**config.mk**
```make
export PLATFORM = sky130hd
export DESIGN_NAME = partially_mapped_crossover
export DESIGN_NICKNAME = d
export VERILOG_FILES = /design/src/hdl/pmx_pkg.sv /design/src/hdl/partially_mapped_crossover.sv /design/src/hdl/pmx_ram.sv /design/src/hdl/pmx_ctrl.sv
export SDC_FILE = /design/constraint.sdc
export NUM_CORES = 2
export LEC_CHECK = 0
export ABC_AREA = 1
export ABC_CLOCK_PERIOD_IN_PS = 7350
export BUFFER_PORTS_ARGS = -buffer_cell sky130_fd_sc_hd__buf_2
export CAP_MARGIN = 0
export CORE_UTILIZATION = 63
export DETAILED_ROUTE_END_ITERATION = 10
export PLACE_DENSITY = 0.84
export SLEW_MARGIN = 20
export SYNTH_ARGS = -nofsm -noshare
export SYNTH_HDL_FRONTEND = slang
export SYNTH_HIERARCHICAL = 1
export SYNTH_SLANG_ARGS = --single-unit
```
**constraint.sdc**
```tcl
create_clock -name clk -period 7.35 [get_ports clk]
set_input_delay 2.205 -clock clk [delete_from_list [all_inputs] [get_ports clk]]
set_output_delay 2.205 -clock clk [all_outputs]
set_load 0.01 [all_outputs]
```
**src/hdl/pmx_pkg.sv**
```systemverilog
// ----------------------------------------------------------------------------
// PMX package
// Shared types and constants of the partially mapped crossover block.
// ----------------------------------------------------------------------------
package pmx_pkg;

	localparam int GENE_W          = 6;
	localparam int GENE_SPACE      = 64;
	localparam int MAX_GENES_DEF   = 64;
	localparam int CUT_START_W     = 6;
	localparam int CUT_END_W       = 7;

	typedef logic [GENE_W-1:0] gene_t;

	typedef struct packed {
		gene_t                  gene_a;
		gene_t                  gene_b;
		logic [CUT_START_W-1:0] cut_start;
		logic [CUT_END_W-1:0]   cut_end;
		logic                   last;
	} pmx_req_t;

	typedef struct packed {
		gene_t child_a_gene;
		gene_t child_b_gene;
		logic  final_res;
	} pmx_res_t;

	// Status from the sequencer to the top level.
	typedef struct packed {
		logic  busy;
		logic  emit;
		logic  last;
		gene_t gene_a;
		gene_t gene_b;
	} pmx_stat_t;

endpackage

```
**src/hdl/partially_mapped_crossover.sv**
```systemverilog
// ----------------------------------------------------------------------------
// Partially mapped crossover
// Loads two parent permutations and streams the two PMX children.
// ----------------------------------------------------------------------------
// A request carries one position of both parents and is taken whenever start
// is high and busy is low; loading runs at one request per cycle. The request
// marked last closes the block and supplies the cut points. The block then
// raises busy and builds the two children one after the other on a single
// sequencer with one read port per memory. Per child it fills the position
// map, copies the segment, runs one mapping walk for each segment position
// of the other parent whose gene is not yet placed, taking mapping steps
// until it leaves the segment, and then finishes the child. The N results
// then leave back to back, each shown for exactly one cycle with res_stb
// high; the receiver cannot stall them, so it must take every result as it
// comes. Busy falls in the cycle after the last result is presented, and a
// new block may start loading at once.
// ----------------------------------------------------------------------------
module partially_mapped_crossover #(
	parameter int MAX_GENES = pmx_pkg::MAX_GENES_DEF
) (
	input  logic              clk,
	input  logic              arst_n,
	input  logic              start,
	output logic              busy,
	input  pmx_pkg::pmx_req_t req,
	output logic              res_stb,
	output pmx_pkg::pmx_res_t res
);
	import pmx_pkg::*;

	localparam int PW = $clog2(MAX_GENES);
	localparam int CW = $clog2(MAX_GENES + 1);
	// Width wide enough for both the raw cut points and the gene count.
	localparam int NW = (CW > CUT_END_W) ? CW : CUT_END_W;

	logic [CW-1:0] cnt_q;
	logic          go_q;
	logic [CW-1:0] n_q, s_q, e_q;
	logic          accept, room;
	logic [CW-1:0] n_new;
	logic [NW-1:0] sx, ex, lo, hi, nx;
	pmx_stat_t     stat;

	assign accept = start && !busy;
	assign room   = cnt_q < CW'(MAX_GENES);
	assign n_new  = room ? CW'(cnt_q + 1'b1) : cnt_q;

	// Order the cut points, then clamp both to the gene count.
	assign sx = NW'(req.cut_start);
	assign ex = NW'(req.cut_end);
	assign nx = NW'(n_new);
	assign lo = (sx > ex) ? ex : sx;
	assign hi = (sx > ex) ? sx : ex;

	always_ff @(posedge clk or negedge arst_n) begin
		if (!arst_n) begin
			cnt_q <= '0;
			go_q  <= 1'b0;
		end else begin
			go_q <= accept && req.last;
			if (accept) begin
				cnt_q <= req.last ? '0 : n_new;
			end
		end
	end

	always_ff @(posedge clk) begin
		if (accept && req.last) begin
			n_q <= n_new;
			s_q <= (lo > nx) ? n_new : CW'(lo);
			e_q <= (hi > nx) ? n_new : CW'(hi);
		end
	end

	pmx_ctrl #(.MAX_GENES(MAX_GENES)) u_ctrl (
		.clk       (clk),
		.arst_n    (arst_n),
		.go        (go_q),
		.n         (n_q),
		.seg_s     (s_q),
		.seg_e     (e_q),
		.ld_we     (accept && room),
		.ld_addr   (cnt_q[PW-1:0]),
		.ld_gene_a (req.gene_a),
		.ld_gene_b (req.gene_b),
		.stat      (stat)
	);

	assign busy = go_q || stat.busy;

	// Output register: results are registered from the child memory read data.
	always_ff @(posedge clk or negedge arst_n) begin
		if (!arst_n) begin
			res_stb <= 1'b0;
		end else begin
			res_stb <= stat.emit;
		end
	end

	always_ff @(posedge clk) begin
		res.child_a_gene <= stat.gene_a;
		res.child_b_gene <= stat.gene_b;
		res.final_res    <= stat.last;
	end

endmodule

```
**src/hdl/pmx_ram.sv**
```systemverilog
// ----------------------------------------------------------------------------
// PMX generic RAM
// One write port and one read port with registered read data.
// ----------------------------------------------------------------------------
module pmx_ram #(
	parameter int WIDTH = 6,
	parameter int DEPTH = 64
) (
	input  logic                     clk,
	input  logic                     we,
	input  logic [$clog2(DEPTH)-1:0] waddr,
	input  logic [WIDTH-1:0]         wdata,
	input  logic [$clog2(DEPTH)-1:0] raddr,
	output logic [WIDTH-1:0]         rdata
);

	logic [WIDTH-1:0] mem_q [DEPTH];

	always_ff @(posedge clk) begin
		if (we) begin
			mem_q[waddr] <= wdata;
		end
		rdata <= mem_q[raddr];
	end

endmodule

```
**src/hdl/pmx_ctrl.sv**
```systemverilog
// ----------------------------------------------------------------------------
// PMX sequencer
// Holds the parent, child and position memories and steps one child at a
// time through fill, segment copy and mapping walks, then streams results.
// ----------------------------------------------------------------------------
module pmx_ctrl #(
	parameter int MAX_GENES = pmx_pkg::MAX_GENES_DEF
) (
	input  logic                           clk,
	input  logic                           arst_n,
	input  logic                           go,
	input  logic [$clog2(MAX_GENES+1)-1:0] n,
	input  logic [$clog2(MAX_GENES+1)-1:0] seg_s,
	input  logic [$clog2(MAX_GENES+1)-1:0] seg_e,
	input  logic                           ld_we,
	input  logic [$clog2(MAX_GENES)-1:0]   ld_addr,
	input  pmx_pkg::gene_t                 ld_gene_a,
	input  pmx_pkg::gene_t                 ld_gene_b,
	output pmx_pkg::pmx_stat_t             stat
);
	import pmx_pkg::*;

	localparam int PW = $clog2(MAX_GENES);
	localparam int CW = $clog2(MAX_GENES + 1);
	localparam int GA = $clog2(GENE_SPACE);

	typedef enum logic [8:0] {
		S_IDLE  = 9'b000000001,
		S_FILL  = 9'b000000010,
		S_SEG   = 9'b000000100,
		S_WRD   = 9'b000001000,
		S_WG    = 9'b000010000,
		S_WTEST = 9'b000100000,
		S_WK    = 9'b001000000,
		S_WP    = 9'b010000000,
		S_EMIT  = 9'b100000000
	} state_t;

	state_t                state_q;
	logic                  sel_q;
	logic [CW-1:0]         i_q;
	logic [PW-1:0]         idx_q;
	logic [CW-1:0]         steps_q;
	gene_t                 g_q;
	logic [GENE_SPACE-1:0] placed_q;
	logic [GENE_SPACE-1:0] posv_q;
	logic                  posv_bit_q;
	logic                  pend_s1;
	logic [PW-1:0]         idx_s1;
	logic                  last_s1;

	logic [PW-1:0] k_addr, o_addr, p1_raddr, p2_raddr, c_raddr, c_waddr;
	gene_t         p1_rd, p2_rd, k_rd, o_rd, c1_rd, c2_rd, c_wdata;
	logic          c_we, pos_we;
	logic [GA-1:0] pos_waddr, pos_raddr;
	logic [PW-1:0] pos_wdata, pos_rd;
	logic          rd_en, in_seg, walk_go;
	logic [CW-1:0] i_inc;

	assign i_inc    = CW'(i_q + 1'b1);
	assign k_rd     = sel_q ? p2_rd : p1_rd;
	assign o_rd     = sel_q ? p1_rd : p2_rd;
	assign p1_raddr = sel_q ? o_addr : k_addr;
	assign p2_raddr = sel_q ? k_addr : o_addr;
	assign in_seg   = (CW'(idx_q) >= seg_s) && (CW'(idx_q) < seg_e);
	assign walk_go  = in_seg && (steps_q < n);

	always_comb begin
		k_addr    = '0;
		o_addr    = '0;
		c_raddr   = i_q[PW-1:0];
		c_we      = 1'b0;
		c_waddr   = idx_s1;
		c_wdata   = o_rd;
		pos_we    = 1'b0;
		pos_waddr = o_rd;
		pos_wdata = idx_s1;
		pos_raddr = k_rd;
		rd_en     = 1'b0;
		case (state_q)
			S_FILL: begin
				rd_en  = i_q < n;
				o_addr = i_q[PW-1:0];
				c_we   = pend_s1;
				pos_we = pend_s1;
			end
			S_SEG: begin
				rd_en   = i_q < seg_e;
				k_addr  = i_q[PW-1:0];
				c_we    = pend_s1;
				c_wdata = k_rd;
			end
			S_WRD: begin
				o_addr = i_q[PW-1:0];
			end
			S_WTEST: begin
				k_addr  = idx_q;
				c_we    = !walk_go && !in_seg;
				c_waddr = idx_q;
				c_wdata = g_q;
			end
			S_EMIT: begin
				rd_en = i_q < n;
			end
			default: begin
			end
		endcase
	end

	always_ff @(posedge clk or negedge arst_n) begin
		if (!arst_n) begin
			state_q  <= S_IDLE;
			sel_q    <= 1'b0;
			i_q      <= '0;
			pend_s1  <= 1'b0;
			placed_q <= '0;
			posv_q   <= '0;
		end else begin
			case (state_q)
				S_IDLE: begin
					pend_s1 <= 1'b0;
					if (go) begin
						placed_q <= '0;
						posv_q   <= '0;
						i_q      <= '0;
						sel_q    <= 1'b0;
						state_q  <= S_FILL;
					end
				end
				S_FILL: begin
					pend_s1 <= rd_en;
					if (rd_en) begin
						i_q <= i_inc;
					end
					if (pend_s1) begin
						posv_q[o_rd] <= 1'b1;
					end
					if (!rd_en && !pend_s1) begin
						i_q     <= seg_s;
						state_q <= S_SEG;
					end
				end
				S_SEG: begin
					pend_s1 <= rd_en;
					if (rd_en) begin
						i_q <= i_inc;
					end
					if (pend_s1) begin
						placed_q[k_rd] <= 1'b1;
					end
					if (!rd_en && !pend_s1) begin
						i_q     <= seg_s;
						state_q <= S_WRD;
					end
				end
				S_WRD: begin
					if (i_q < seg_e) begin
						state_q <= S_WG;
					end else if (!sel_q) begin
						sel_q    <= 1'b1;
						placed_q <= '0;
						posv_q   <= '0;
						i_q      <= '0;
						state_q  <= S_FILL;
					end else begin
						i_q     <= '0;
						state_q <= S_EMIT;
					end
				end
				S_WG: begin
					if (placed_q[o_rd]) begin
						i_q     <= i_inc;
						state_q <= S_WRD;
					end else begin
						state_q <= S_WTEST;
					end
				end
				S_WTEST: begin
					if (walk_go) begin
						state_q <= S_WK;
					end else begin
						placed_q[g_q] <= 1'b1;
						i_q           <= i_inc;
						state_q       <= S_WRD;
					end
				end
				S_WK: begin
					state_q <= S_WP;
				end
				S_WP: begin
					state_q <= S_WTEST;
				end
				S_EMIT: begin
					pend_s1 <= rd_en;
					if (rd_en) begin
						i_q <= i_inc;
					end
					if (!rd_en && !pend_s1) begin
						state_q <= S_IDLE;
					end
				end
				default: begin
					state_q <= S_IDLE;
				end
			endcase
		end
	end

	// Walk datapath registers.
	always_ff @(posedge clk) begin
		idx_s1     <= i_q[PW-1:0];
		last_s1    <= i_inc == n;
		posv_bit_q <= posv_q[k_rd];
		if (state_q == S_WG) begin
			g_q     <= o_rd;
			idx_q   <= i_q[PW-1:0];
			steps_q <= '0;
		end else if (state_q == S_WP) begin
			idx_q   <= posv_bit_q ? pos_rd : '0;
			steps_q <= CW'(steps_q + 1'b1);
		end
	end

	assign stat.busy   = state_q != S_IDLE;
	assign stat.emit   = pend_s1 && (state_q == S_EMIT);
	assign stat.last   = last_s1;
	assign stat.gene_a = c1_rd;
	assign stat.gene_b = c2_rd;

	pmx_ram #(.WIDTH(GENE_W), .DEPTH(MAX_GENES)) u_par_one (
		.clk(clk), .we(ld_we), .waddr(ld_addr), .wdata(ld_gene_a),
		.raddr(p1_raddr), .rdata(p1_rd)
	);

	pmx_ram #(.WIDTH(GENE_W), .DEPTH(MAX_GENES)) u_par_two (
		.clk(clk), .we(ld_we), .waddr(ld_addr), .wdata(ld_gene_b),
		.raddr(p2_raddr), .rdata(p2_rd)
	);

	pmx_ram #(.WIDTH(PW), .DEPTH(GENE_SPACE)) u_pos (
		.clk(clk), .we(pos_we), .waddr(pos_waddr), .wdata(pos_wdata),
		.raddr(pos_raddr), .rdata(pos_rd)
	);

	pmx_ram #(.WIDTH(GENE_W), .DEPTH(MAX_GENES)) u_child_one (
		.clk(clk), .we(c_we && !sel_q), .waddr(c_waddr), .wdata(c_wdata),
		.raddr(c_raddr), .rdata(c1_rd)
	);

	pmx_ram #(.WIDTH(GENE_W), .DEPTH(MAX_GENES)) u_child_two (
		.clk(clk), .we(c_we && sel_q), .waddr(c_waddr), .wdata(c_wdata),
		.raddr(c_raddr), .rdata(c2_rd)
	);

endmodule

```
==> reports/metrics.yaml <==
run_status:
  outcome: "complete, but fails checks"
  violations: "design-rule violations"
clock_network:
  hold_buffers: 0
  htree_levels: 4
  clock_sinks: 2166
  cts_resized: 0
  cts_root_buffer: "clkbuf_16"
  post_cts_buffers: 0
  clkSlewWorstSetupHoldPaths_ns: 0.06
  cts_buffer_depth: 3
  clkLatencyLatePin_ns: 0.86
  cts_tree: "built"
  numCtsBuffers: 204
route:
  first_pass_iters: 11
  routedWlPerCell_um: 22.0
  drt_iter0_markers: 10627
  wl_um: 235000
  vias: 67463
  drc: 1
  vias_per_cell: 6.34
  ant_nets: 0
critical_path:
  cpPeakStageDelay_ns: 0.82
  cp_cell_sequence: "nor2_2 -> nand2_1 -> nor2_4 -> inv_2 -> nor2_8 -> inv_1 -> o21ai_0 -> nand2_1 -> o21ai_4 -> buf_4 -> inv_2 -> buf_4 -> nand3_1 -> nand3_1 -> nand2_1 -> nand2_1 -> nand3_1 -> nand3_1 -> nand2_1"
  cp.required_ns: 8.11
  cpMostUsedCell: "nand2_1"
  start_kind: "flop"
  cp-end-kind: "flop"
  cpMaxStageDelayCell: "buf_4"
  critPathBufInv: 5
  path_max_fanout: 97
  crit_type: "reg -> reg"
  crit_family: "buffers and inverters"
  critPathArrivalTime_ns: 5.89
floorplanning:
  initial_core_util: 0.637
  row_count: 140
  dieArea_mm2: 0.149
  coreArea_mm2: 0.146
  ios: 44
  fp.dieH_um: 387
  die_x_um: 387
sta:
  worst_slew_pin_slew_ns: 1.20
  maxSlewViolCount: 0
  timing.final.crit_share: 0.697
  final-setup-viol-count: 0
  relSlewSlack: 0.203
  hold_viol_final: 0
  layout_setup_ws_ns: 2.23
  final.setup_skew_ns: 0.0511
  rsz0062_at_grt: "no"
  max_freq_ghz: 0.195
  period_needed_ns: 5.12
  finalSetupTns_ns: 0
  worst_hold_slack_ns: 0.327
power_and_ir_drop:
  clkPwrFrac: 0.291
  p_int_w: 0.0230
  switching_power_w: 0.0126
  p_leak_nw: 36.9
  swShare: 0.354
  p_per_area_mw_per_mm2: 352
  seqPwrFrac: 0.429
  combPwrFrac: 0.280
  ir_worst_vdd_mv: 0.319
synthesis:
  synth-edff-count: 1953
  ys_top_cells_by_area: "edfxtp_1 63%, nand2_1 12%, nand3_1 9.5%"
  synth_top_area_frac: 0.629
  syn_area_mm2: 0.0932
  synthesis.nets: 8770
  ys_warn_count: 6
  yosysTopAreaCell: "edfxtp_1"
  synthArstFlopShare: 0.0716
  seq_area_frac_synth: 0.684
  ys.flop_type: "edfxtp_1"
  synthCells: 8688
  synth.avg_cell_area_um2: 10.7
  ys_ff_latch: 2166
  synth_cell_types: 56
layout:
  final_area_mm2: 0.101
  area_growth_pct: 8.49
  drive_gt1_frac: 0.0682
  layout.nets: 8634
  fin_util: 0.691
grt:
  antenna_found_initial: 7
  grt_use_total: 0.309
  grt_max_degree: 218
  grt-ovfl-total: 0
  grt_pass1_wl_um: 359000
  grt_pass1_vias: 64471
placed_design:
  dp_slack_ns: 1.96
  place_hpwl_um: 135000
  routabilityCongestion: 0.932
  dpl_cell_area_mm2: 0.0942
  port_buffers: 43
job:
  maxCapViolCount: 0
min_path:
  hp-class: "reg -> reg"
[kinds of logic (layout without fill, tap and decap cells)]
logic type	Yosys count	count (layout)	share of synthesized area
other cells	1	2	0.0000403
flops	2166	2166	0.684
fa+ha+maj	53	53	0.00712
xor+xnor	9	9	0.000927
buf+inv	743	783	0.0382
compound gates	413	413	0.0248
simple gates	5303	5303	0.245
[power by group through the flow]
stage	clock network (W)	logic [W]	registers (W)
detailed placement	0	0.00951	0.0155
floorplan	0	0.00622	0.0157
global route	0.0109	0.0106	0.0153
finish	0.0104	0.00996	0.0152
CTS	0.0104	0.00962	0.0152
global placement	0	0.00925	0.0155
[through the flow]
stage	total power, W	cells
detailed placement	0.0250	10262
CTS	0.0353	10644
floorplan	0.0220	8688
global placement	0.0247	10261
global route	0.0368	10645
finish	0.0355	10646
[flip-flops by register name (all words and copies together), names as in the netlist, 9 cells and up]
name / flops
res: 13
u_ctrl/u_child_two/mem_q: 384
u_ctrl/posv_q: 64
u_ctrl/u_par_one/mem_q: 384
u_ctrl/u_pos/mem_q: 384
u_ctrl/state_q: 9
u_ctrl/u_child_one/mem_q: 384
u_ctrl/u_par_two/mem_q: 384
u_ctrl/placed_q: 64
[Yosys cell counts, types with 4 or more instances]
cell / instances
nor2_1: 445
inv_1: 232
buf_1: 46
nor4_1: 41
and2_1: 11
ha_1: 53
dfxtp_1: 58
inv_2: 30
nand2_4: 8
o21ai_1: 84
xor2_1: 7
nand3b_1: 4
nor3_1: 9
buf_4: 88
nor2_4: 9
buf_6: 18
nand3_2: 19
o22ai_1: 88
o221ai_1: 6
o21a_1: 4
o21ai_2: 8
a21oi_1: 112
clkbuf_1: 91
dfrtp_1: 154
buf_2: 234
nand2_1: 2897
nand3_1: 1768
o21ai_0: 91
a22oi_1: 7
nor2_2: 6
edfxtp_1: 1953
nand2_2: 19
nand4_1: 56
[placed cells by master, fill, tap and decap left out, drive strengths merged, types with 2 or more instances in the layout]
cell type	n
nand2	2926
edfxtp	1953
nand3	1787
nor2	463
inv	270
clkbuf	267
o21ai	184
dfrtp	154
buf	136
a21oi	112
clkinv	91
o22ai	88
nand4	59
dfxtp	58
ha	53
nor4	41
bufinv	14
and2	11
nor3	11
xor2	8
a22oi	8
o221ai	6
clkinvlp	5
o21a	4
nand3b	4
a21o	3
o21bai	2
[final timing paths]
kind	startpoint	endpoint	slack, ns	cells after the start
max	u_ctrl/state_q[5]	u_ctrl/u_par_two/rdata[1]	2.23	19
min	u_ctrl/u_child_two/rdata[1]	res[2]	0.33	0
max reg2reg	u_ctrl/state_q[5]	u_ctrl/u_par_two/rdata[1]	2.23	19
min reg2reg	u_ctrl/u_child_two/rdata[1]	res[2]	0.33	0
max in group asynchronous	arst_n	u_ctrl/placed_q[55]	4.59	2
min in group asynchronous	arst_n	u_ctrl/posv_q[4]	1.45	1
[metal layers]
| layer | global-route usage | vias up | wire [um] |
|---|---|---|---|
| li1 | - | 29918 | - |
| met1 | 0.410 | 31946 | 85600 |
| met2 | 0.492 | 4763 | 111000 |
| met3 | 0.0633 | 832 | 27600 |
| met4 | 0.145 | 4 | 10600 |
| met5 | 0 | - | 27 |
[final cells by class]
cell class	instances	area, um^2
multi-input combinational	5779	26300
fill	9517	45200
sequential	2166	63700
tap	1917	2400
clock buffer	267	5540
antenna	1	2.50
inverter	265	1020
clock inverter	115	1090
timing repair buffer	136	1000
Note: power is estimated with default switching activity, not from simulation.
